**src/dmc_pkg.sv**
```systemverilog
// ----------------------------------------------------------------------------
// dmc_pkg
// Shared types, constants and byte-lane helpers of the cache block.
// ----------------------------------------------------------------------------
package dmc_pkg;

  localparam int ADDR_W = 14;
  localparam int WA_W = 12;
  localparam int DATA_W = 32;

  localparam int DEF_LINE_WORDS = 4;
  localparam int DEF_DATA_CACHE_WORDS = 256;
  localparam int DEF_INST_CACHE_WORDS = 256;
  localparam int DEF_MEMORY_WORDS = 4096;

  localparam logic [DATA_W-1:0] HALF_MASK = 32'h0000_FFFF;
  localparam logic [DATA_W-1:0] BYTE_MASK = 32'h0000_00FF;

  localparam logic [1:0] SIZE_WORD = 2'd0;
  localparam logic [1:0] SIZE_HALF = 2'd1;
  localparam logic [1:0] SIZE_BYTE = 2'd2;
  localparam logic [1:0] SIZE_INVALID = 2'd3;

  localparam logic [1:0] STATUS_OK = 2'd0;
  localparam logic [1:0] STATUS_MISALIGNED = 2'd1;
  localparam logic [1:0] STATUS_NOT_WORD = 2'd2;

  localparam logic [1:0] REG_CACHE_ON = 2'd0;
  localparam logic [1:0] REG_UNIFIED = 2'd1;
  localparam logic [1:0] REG_THRU_MODE = 2'd2;

  typedef enum logic [1:0] {
    KIND_BYPASS,
    KIND_DATA,
    KIND_INST,
    KIND_REJECT
  } kind_t;

  typedef enum logic [3:0] {
    ST_CLEAR,
    ST_IDLE,
    ST_DRAIN,
    ST_TAG,
    ST_CMP,
    ST_EV_RD,
    ST_EV_WR,
    ST_MW_RD,
    ST_MW_WR,
    ST_FL_RD,
    ST_FL_WR,
    ST_CW_RD,
    ST_CW_ACT,
    ST_BP_RD,
    ST_BP_ACT
  } state_t;

  typedef struct packed {
    logic cache_on;
    logic unified;
    logic thru_mode;
  } cfg_t;

  typedef struct packed {
    logic              cmd;
    kind_t             kind;
    logic              use_data;
    logic              bad;
    logic [1:0]        off;
    logic [1:0]        size;
    logic [WA_W-1:0]   wa;
    logic [DATA_W-1:0] wdata;
  } item_t;

  typedef struct packed {
    logic clearing;
  } back_stat_t;

  function automatic int max1(input int v);
    return (v > 1) ? v : 1;
  endfunction

  function automatic logic misaligned(input logic [1:0] off, input logic [1:0] size);
    logic r;
    case (size)
      SIZE_WORD: r = (off != 2'd0);
      SIZE_HALF: r = off[0];
      SIZE_BYTE: r = 1'b0;
      default:   r = 1'b1;
    endcase
    return r;
  endfunction

  function automatic logic [DATA_W-1:0] merge_in(input logic [DATA_W-1:0] old,
                                                 input logic [DATA_W-1:0] val,
                                                 input logic [1:0] off,
                                                 input logic [1:0] size);
    logic [4:0]        sh;
    logic [DATA_W-1:0] m;
    sh = {off, 3'b000};
    m = (size == SIZE_HALF) ? HALF_MASK : BYTE_MASK;
    if (size == SIZE_WORD) begin
      return val;
    end
    return (old & ~(m << sh)) | ((val & m) << sh);
  endfunction

  function automatic logic [DATA_W-1:0] take_out(input logic [DATA_W-1:0] w,
                                                 input logic [1:0] off,
                                                 input logic [1:0] size);
    logic [4:0]        sh;
    logic [DATA_W-1:0] r;
    sh = {off, 3'b000};
    case (size)
      SIZE_WORD: r = w;
      SIZE_HALF: r = (w >> sh) & HALF_MASK;
      default:   r = (w >> sh) & BYTE_MASK;
    endcase
    return r;
  endfunction

endpackage

```
**src/dmc_front.sv**
```systemverilog
// ----------------------------------------------------------------------------
// dmc_front
// Accepts requests, classifies them and queues them for the back end.
// ----------------------------------------------------------------------------
module dmc_front
  import dmc_pkg::*;
(
  input  logic              clk,
  input  logic              rst,
  input  cfg_t              cfg,
  input  back_stat_t        bstat,
  input  logic              in_valid,
  output logic              in_ready,
  input  logic              command,
  input  logic              port,
  input  logic [ADDR_W-1:0] address,
  input  logic [1:0]        size,
  input  logic [DATA_W-1:0] write_data,
  output logic              q_valid,
  output item_t             q_head,
  input  logic              pop
);

  item_t      slots [2];
  logic       wr_ptr;
  logic       rd_ptr;
  logic [1:0] count;
  item_t      cls;
  logic       push;

  always_comb begin
    cls.cmd = command;
    cls.use_data = !port || cfg.unified;
    cls.bad = misaligned(address[1:0], size);
    cls.off = address[1:0];
    cls.size = size;
    cls.wa = address[ADDR_W-1:2];
    cls.wdata = write_data;
    if (!cfg.cache_on) begin
      cls.kind = KIND_BYPASS;
    end else if (cls.use_data) begin
      cls.kind = KIND_DATA;
    end else if (size != SIZE_WORD) begin
      cls.kind = KIND_REJECT;
    end else begin
      cls.kind = KIND_INST;
    end
  end

  assign in_ready = (count != 2'd2) && !bstat.clearing;
  assign push = in_valid && in_ready;
  assign q_valid = (count != 2'd0);
  assign q_head = slots[rd_ptr];

  always_ff @(posedge clk) begin
    if (rst) begin
      wr_ptr <= 1'b0;
      rd_ptr <= 1'b0;
      count <= 2'd0;
    end else begin
      if (push) begin
        slots[wr_ptr] <= cls;
        wr_ptr <= !wr_ptr;
      end
      if (pop) begin
        rd_ptr <= !rd_ptr;
      end
      count <= count + {1'b0, push} - {1'b0, pop};
    end
  end

endmodule

```
**config.mk**
```make
export PLATFORM = sky130hd
export DESIGN_NAME = dmc_front
export DESIGN_NICKNAME = d
export VERILOG_FILES = /design/src/dmc_pkg.sv /design/src/dmc_front.sv
export SDC_FILE = /design/constraint.sdc
export NUM_CORES = 1
export LEC_CHECK = 0
export ABC_AREA = 1
export BUFFER_PORTS_ARGS = -buffer_cell sky130_fd_sc_hd__buf_2
export CAP_MARGIN = 10
export CORE_ASPECT_RATIO = 0.75
export CORE_MARGIN = 4
export CORE_UTILIZATION = 35
export CTS_CLUSTER_SIZE = 25
export DETAILED_ROUTE_END_ITERATION = 10
export GPL_TIMING_DRIVEN = 0
export PLACE_DENSITY = 0.67
export SLEW_MARGIN = 10
export SYNTH_ARGS = -nofsm -noshare
export SYNTH_HDL_FRONTEND = slang
export SYNTH_SLANG_ARGS = --single-unit
export TNS_END_PERCENT = 5
```
**constraint.sdc**
```tcl
create_clock -name clk -period 5.21 [get_ports clk]
set_input_delay 1.042 -clock clk [delete_from_list [all_inputs] [get_ports clk]]
set_output_delay 1.042 -clock clk [all_outputs]
set_load 0.01 [all_outputs]
```
==> impl_metrics.csv, run 1 <==
group,metric,value,unit
run_status,status,"finished clean",
critical_path,path_class,"reg2out",
cells_and_area,syn_to_final_growth,26.6,%
sta,slew_headroom,0.652,
synthesis,yosys_warnings,0,
floorplanning,rows,35,
critical_path,crit_required,4170,ps
clocking,clock_latency,340,ps
floorplanning,start_util,0.357,
clocking,holdBufCountCts,0,
hold_path,hold_class,"reg2reg",
critical_path,crit_path_start_kind,"flop",
power,peakVddDrop,213,uV
cells_and_area,n_antenna_cell,0,
synthesis,syn_area,4370,sq um
detailed_routing,first_pass_iters,4,
sta,rsz0062_at_grt,"no",
synthesis,ys_types,16,
synthesis,syn_area_per_cell,20.5,sq um
clocking,ctsRootBufferMaster,"clkbuf_16",
power,finalPower,1950,uW
grt,grtUsageTotal,0.104,
floorplanning,core_area,12300,sq um
cells_and_area,nets,399,
sta,tns,0,ps
detailed_routing,wl,7510,um
synthesis,syn_nets,273,
grt,grt_overflow,0,
floorplanning,dieArea,14400,sq um
detailed_routing,first_iter_violations,84,
sta,worstMarginPinSlew,521,ps
placed_design,place_area,5210,sq um
cells_and_area,post-route-util,0.452,
sta,period_share,0.486,
clocking,cts_buffers,9,
placed_design,pre_cts_ws,2670,ps
floorplanning,io_pins,113,
detailed_routing,routed_via_density,4.29,
critical_path,crit_path_end_kind,"primary output",
synthesis,synth.yosys.seq_area_share,0.751,
cells_and_area,finalInstanceArea,5540,sq um
clocking,cts.repair.resized,0,
power,p_leak,0.00220,uW
clocking,cts_tree,"done",
placed_design,place_congestion,0.721,
sta,fmax,395,MHz
critical_path,cp_max_fo,10,
placed_design,hpwl,5350,um
clocking,cts_setup_buffers,0,
synthesis,synthArstFlopShare,0,
power,power.density,352,nW/um^2
detailed_routing,vias,2187,
sta,clock_skew,3.83,ps
sta,setup_viol,0,
sta,final.setup.worst_slack,2680,ps
grt,antenna_found_initial,0,
grt,grt_pass1_vias,2194,
sta,min_period,2530,ps
placed_design,io_buffer_count,111,
clocking,h-tree-depth,3,
grt,grt_start_max_net_pins,33,
clocking,clk_pin_slew,70,ps
synthesis,synth-edff-count,106,
clocking,clock-sinks,111,
clocking,clock_path_buffers,2,
critical_path,arrival,1490,ps
floorplanning,die_x,137,um
run,drv_cap,0,
cells_and_area,drive_above_1_share,0.558,
synthesis,syn_inst,213,
floorplanning,die_h,105,um
sta,slew_violations,0,
synthesis,ys_seq_elements,111,
grt,grt_pass1_wl,11200,um
detailed_routing,drc,0,
sta,hold_violations,0,
detailed_routing,avgRoutedWirePerCell,14.7,um
detailed_routing,antenna_left,0,
synthesis,synth-main-ff-cell,"edfxtp_1",
[path summary, 6_finish.rpt]
check / from / end / slack [ps] / cells past startpoint
setup / recovery: flop / q_head[9] / 2680 / 4
setup reg to reg: count[0] / slots[0][21] / 3470 / 5
hold / removal: rd_ptr / flop / 520 / 2
hold reg to reg: rd_ptr / flop / 520 / 2
[flip-flops by register name (all words and copies together) (netlist names), named ones only]
name / count
count: 2
rd_ptr: 1
slots: 106
wr_ptr: 1
[routing by layer]
layer / part of all wire / vias up / global-route usage
li1: - / 1055 / -
met1: 0.44 / 1047 / 0.128
met2: 0.46 / 74 / 0.166
met3: 0.090 / 11 / 0.0448
met4: 0.013 / 0 / 0.0321
met5: 0 / - / 0
[cell families after synthesis]
| kind of cell | synth area share |
|---|---|
| flops | 0.751 |
| fa+ha+maj | 0.00572 |
| compound gates | 0.00486 |
| xor+xnor | 0.00200 |
| mux | 0.179 |
| buf+inv | 0.0366 |
| simple gates | 0.0209 |
[placed cells by master, fill, tap and decap left out, types with 2 or more instances in the layout]
master     instances
a21oi_1            2
buf_12             6
buf_2            111
buf_8              3
clkbuf_16          9
clkinv_8           2
dfxtp_1            5
edfxtp_1         106
ha_1               2
inv_1             12
inv_6              2
mux2_2             3
mux2_4            50
nand2_1           11
nand3_1            3
nor2_1             8
[final cells by class]
type | count | area, sq um
plain buffers | 6 | 111
fillers | 1097 | 6720
clock inverters | 7 | 100
inverters | 13 | 48.8
well taps | 166 | 208
clock buffers | 9 | 225
flip-flops and latches | 111 | 3280
multi-input cells | 83 | 942
repair buffers | 115 | 621
[Yosys cell counts, types with 2 or more instances]
library cell  number  area [sq um]
ha_1               2          25.0
mux2_4            50           751
mux2_2             3          33.8
inv_1             13          48.8
dfxtp_1            5           100
nand3_1            3          15.0
nor2_1             8          30.0
a21oi_1            2          10.0
buf_12             5           100
edfxtp_1         106          3180
nand2_1           11          41.3
[per-stage QoR]
stage	hold slack (ps)	instances
global route	572	510
finish	524	510
global placement	495	490
CTS	533	510
floorplan	480	213
detailed placement	499	494
[power by group]
part	internal [uW]	switching [uW]	total [uW]
Clock	389	328	717
Sequential	1000	7.08	1010
Combinational	117	104	221
Total	1510	439	1950
[worst max-delay path: stages (launching register included)]
cell     delay, ps
dfxtp_1        330
buf_6          200
buf_12         170
mux2_4         310
buf_2          150
(Power assumes the default switching activity.)
==> run 2: changes to the inputs <==
- clock period: 5.21 -> 2.09 ns (I/O delays scaled with it)
==> run 2 against run 1 <==
  * Sequential cell count is the same
  * Largest power group unchanged
  * Final cell count fell by 0.20%
  * Non-clock buffer count is the same
==> impl_metrics.csv, run 2 (same netlist as run 1, synthesis figures left out) <==
group,metric,value,unit
critical_path,path_class,"reg2out",
run_status,status,"finished clean",
detailed_routing,drc,0,
cells_and_area,final_cell_mix,"111 x buf_2, 106 x edfxtp_1, 50 x mux2_4",
floorplanning,die_h,105,um
cells_and_area,reg_top3,"slots x106, count x2",
critical_path,cp_max_fo,10,
clocking,clock_latency,340,ps
grt,antenna_found_initial,0,
cells_and_area,drive_above_1_share,0.563,
grt,grt_start_max_net_pins,31,
detailed_routing,first_iter_violations,72,
floorplanning,io_pins,113,
clocking,ctsRootBufferMaster,"clkbuf_16",
clocking,cts_buffers,9,
floorplanning,core_area,12300,sq um
run,drv_cap,0,
critical_path,crit_required,1670,ps
cells_and_area,top_register,"slots",
sta,tns,0,ps
detailed_routing,routed_via_density,4.34,
critical_path,critical-path-slowest-cell,"dfxtp_1",
sta,slew_violations,0,
placed_design,pre_cts_ws,95.4,ps
clocking,holdBufCountCts,0,
critical_path,arrival,1470,ps
cells_and_area,nets,399,
hold_path,hold_class,"in2reg",
detailed_routing,wl,7480,um
sta,worstMarginPinSlew,573,ps
power,p_leak,0.00219,uW
clocking,cts_tree,"done",
clocking,cts_setup_buffers,0,
clocking,h-tree-depth,3,
floorplanning,die_x,137,um
cells_and_area,largest_reg_flops,106,
grt,grt_pass1_vias,2309,
detailed_routing,antenna_left,0,
placed_design,place_congestion,0.715,
grt,grt_overflow,0,
clocking,clk_pin_slew,70,ps
sta,clock_skew,5.30,ps
cells_and_area,n_antenna_cell,0,
power,power.density,859,nW/um^2
sta,slew_headroom,0.618,
critical_path,crit_chain,"buf_6, buf_12, mux2_4, buf_2",
grt,grtUsageTotal,0.105,
critical_path,crit_path_start_kind,"flop",
sta,hold_violations,0,
floorplanning,rows,35,
sta,min_period,1890,ps
cells_and_area,syn_to_final_growth,26.5,%
sta,rsz0062_at_grt,"no",
floorplanning,start_util,0.357,
sta,setup_viol,0,
sta,final.setup.worst_slack,199,ps
sta,period_share,0.905,
detailed_routing,vias,2211,
placed_design,io_buffer_count,111,
critical_path,crit_path_end_kind,"primary output",
sta,fmax,529,MHz
critical_path,slowest_delay,320,ps
power,peakVddDrop,381,uV
cells_and_area,mostFrequentLayoutCell,"buf_2",
clocking,cts.repair.resized,0,
detailed_routing,first_pass_iters,4,
floorplanning,dieArea,14400,sq um
grt,grt_pass1_wl,11500,um
clocking,clock-sinks,111,
detailed_routing,avgRoutedWirePerCell,14.7,um
placed_design,hpwl,5280,um
clocking,clock_path_buffers,2,
==> run 2: metal layers <==
| metal | up-vias | GRT usage | part of all wire |
|---|---|---|---|
| met5 | - | 0 | 0 |
| met1 | 1074 | 0.132 | 0.43 |
| met3 | 10 | 0.0414 | 0.084 |
| li1 | 1055 | - | - |
| met4 | 0 | 0.0342 | 0.013 |
| met2 | 72 | 0.168 | 0.48 |
==> run 2: stage by stage <==
| step | utilization | area (sq um) | power [uW] | cells | hold slack [ps] |
|---|---|---|---|---|---|
| after global placement | 0.422 | 5180 | 3120 | 490 | 494 |
| after CTS | 0.451 | 5540 | 4830 | 509 | 244 |
| final | 0.451 | 5540 | 4760 | 509 | 262 |
| after floorplan | - | 4410 | 2930 | 213 | 480 |
| after detailed placement | 0.427 | 5240 | 3140 | 494 | 501 |
| after global routing | 0.451 | 5540 | 4970 | 509 | 246 |
==> run 2: path summary, 6_finish.rpt <==
path / depth (start not counted) / slack [ps] / start / to
worst max-delay path: 4 / 200 / flop / q_head[21]
worst min-delay path: 1 / 260 / write_data[1] / slots[1][1]
worst max register to register: 5 / 310 / count[0] / slots[0][41]
worst min register to register: 2 / 520 / rd_ptr / flop
==> run 2: layout make-up <==
| type | instances | area (sq um) |
|---|---|---|
| Tap cell | 166 | 208 |
| Clock buffer | 9 | 225 |
| Buffer | 6 | 111 |
| Inverter | 13 | 61.3 |
| Multi-Input combinational cell | 83 | 957 |
| Fill cell | 1111 | 6730 |
| Timing Repair Buffer | 115 | 621 |
| Clock inverter | 6 | 68.8 |
| Sequential cell | 111 | 3280 |
==> run 2: worst max-delay path, delay by kind of cell (launching register included) <==
kind | cells | cell delay, ps
buffers and inverters | 3 | 500
flip-flops | 1 | 320
multiplexers | 1 | 310
==> run 2: report_power, final <==
| part | total (uW) | switching (uW) | leakage (uW) | internal [uW] |
|---|---|---|---|---|
| combinational | 554 | 259 | 0.00105 | 295 |
| clock | 1680 | 750 | 0.000137 | 931 |
| sequential | 2520 | 17.8 | 0.00100 | 2500 |
| total | 4760 | 1030 | 0.00219 | 3730 |
==> run 3: changes to the inputs <==
- RECOVER_POWER: default -> 100
==> run 3 against run 2 <==
  * Final area decreased by 2.1%
  * Final cell count unchanged
  * Wire length increased by 0.36%
  * Core utilization decreased by 0.93 points
  * Die area unchanged
  * Sequential cell count unchanged
  * Clock skew about the same
  * Global-route usage unchanged
  * Worst hold slack about the same
  * First-iteration DRC count increased by 4.2%
  * Combinational power decreased by 5.4%
  * Worst setup slack got worse by 6.0 ps
  * Highest routed layer unchanged
==> impl_metrics.csv, run 3 (same netlist as run 1, synthesis figures left out) <==
group,metric,value,unit
floorplanning,die_h,105,um
power,p_leak,0.00197,uW
critical_path,slowest_delay,320,ps
clocking,cts_setup_buffers,0,
grt,antenna_found_initial,0,
critical_path,cp_top_family,"buffers and inverters",
floorplanning,core_area,12300,sq um
floorplanning,die_x,137,um
sta,tns,0,ps
grt,grt_most_used_layer,"met2",
detailed_routing,routed_via_density,4.34,
grt,grt_overflow,0,
run,drv_cap,0,
sta,hold_ws,262,ps
floorplanning,rows,35,
power,power.density,872,nW/um^2
clocking,cts.repair.resized,0,
grt,grt_pass1_wl,11500,um
floorplanning,start_util,0.357,
placed_design,place_congestion,0.715,
critical_path,crit_required,1670,ps
floorplanning,io_pins,113,
critical_path,r2r_cells,6,
sta,slew_headroom,0.616,
sta,rsz0062_at_grt,"no",
cells_and_area,drive_above_1_share,0.327,
sta,fmax,527,MHz
placed_design,place_area,5240,sq um
clocking,clock_path_buffers,2,
power,finalPower,4730,uW
clocking,holdBufCountCts,0,
cells_and_area,mostFrequentLayoutCell,"edfxtp_1",
critical_path,path_class,"reg2out",
cells_and_area,top_register,"slots",
grt,grt_pass1_vias,2309,
cells_and_area,largest_reg_flops,106,
sta,min_period,1900,ps
grt,use_met3,0.0414,
clocking,cts_tree,"done",
clocking,clock-sinks,111,
critical_path,critical-path-slowest-cell,"dfxtp_1",
hold_path,hold_depth,1,
detailed_routing,first_pass_iters,4,
critical_path,cp_max_fo,10,
critical_path,crit_buf_inv,3,
hold_path,hold_class,"in2reg",
cells_and_area,finalInstanceArea,5420,sq um
run_status,status,"finished clean",
detailed_routing,first_iter_violations,75,
cells_and_area,reg_top3,"slots x106, count x2",
cells_and_area,fillers,1143,
grt,met2_usage,0.168,
critical_path,crit_path_start_kind,"flop",
cells_and_area,syn_to_final_growth,23.9,%
sta,slew_violations,0,
detailed_routing,antenna_left,0,
detailed_routing,wl,7510,um
critical_path,arrival,1480,ps
clocking,clock_latency,340,ps
cells_and_area,n_antenna_cell,0,
cells_and_area,final_cell_mix,"106 x edfxtp_1, 78 x clkbuf_1, 50 x mux2_4",
grt,grt_start_max_net_pins,31,
clocking,cts_buffers,9,
clocking,clk_pin_slew,70,ps
sta,period_share,0.908,
sta,setup_viol,0,
power,peakVddDrop,367,uV
grt,met1_usage,0.132,
sta,clock_skew,5.08,ps
cells_and_area,nets,399,
critical_path,crit_cells,4,
sta,worstMarginPinSlew,575,ps
grt,grtUsageTotal,0.105,
sta,hold_violations,0,
detailed_routing,vias,2210,
floorplanning,dieArea,14400,sq um
placed_design,hpwl,5280,um
detailed_routing,drc,0,
critical_path,crit_chain,"buf_6, buf_12, mux2_4, clkbuf_1",
critical_path,crit_path_end_kind,"primary output",
placed_design,io_buffer_count,111,
clocking,h-tree-depth,3,
clocking,ctsRootBufferMaster,"clkbuf_16",
detailed_routing,avgRoutedWirePerCell,14.7,um
==> run 3: cell count changes in the layout (fill, tap and decap cells not counted) <==
cell	delta
nand3_1	+1
buf_1	+1
buf_2	-79
nand2_2	-1
nand2_1	+1
clkbuf_1	+78
nand3_4	-1
==> run 3: layer usage <==
layer	vias to the layer above	share of wire	wire, um
met5	-	0	0
met2	74	0.48	3580
met1	1071	0.42	3180
li1	1055	-	-
met4	0	0.013	99
met3	10	0.086	649
==> run 3: path summary, 6_finish.rpt <==
check | slack (ps) | end | from
worst min register to register | 520 | flop | rd_ptr
worst min-delay path | 260 | slots[1][1] | write_data[1]
worst max-delay path | 190 | q_head[10] | flop
worst max register to register | 270 | slots[1][41] | count[0]
==> run 3: layout make-up <==
class	instances	area, sq um	area share
tap	166	208	0.0383
clock buffer	9	225	0.0415
inverter	13	61.3	0.0113
buffer	6	111	0.0205
multi-input combinational	83	942	0.174
clock inverter	6	68.8	0.0127
timing repair buffer	115	522	0.0962
sequential	111	3280	0.606
==> run 3: where the power goes <==
part | internal, uW | switching [uW] | total [uW] | leakage [uW]
Combinational | 265 | 259 | 524 | 0.000826
Sequential | 2500 | 17.3 | 2520 | 0.00100
Clock | 931 | 750 | 1680 | 0.000137
==> run 3: stage by stage <==
stage          setup slack, ps  utilization  instances
2_1_floorplan             -183            -        213
3_3_place_gp             -1080        0.422        490
3_5_place_dp              95.4        0.427        494
4_1_cts                    156        0.451        509
5_1_grt                    101        0.442        509
6_report                   193        0.442        509
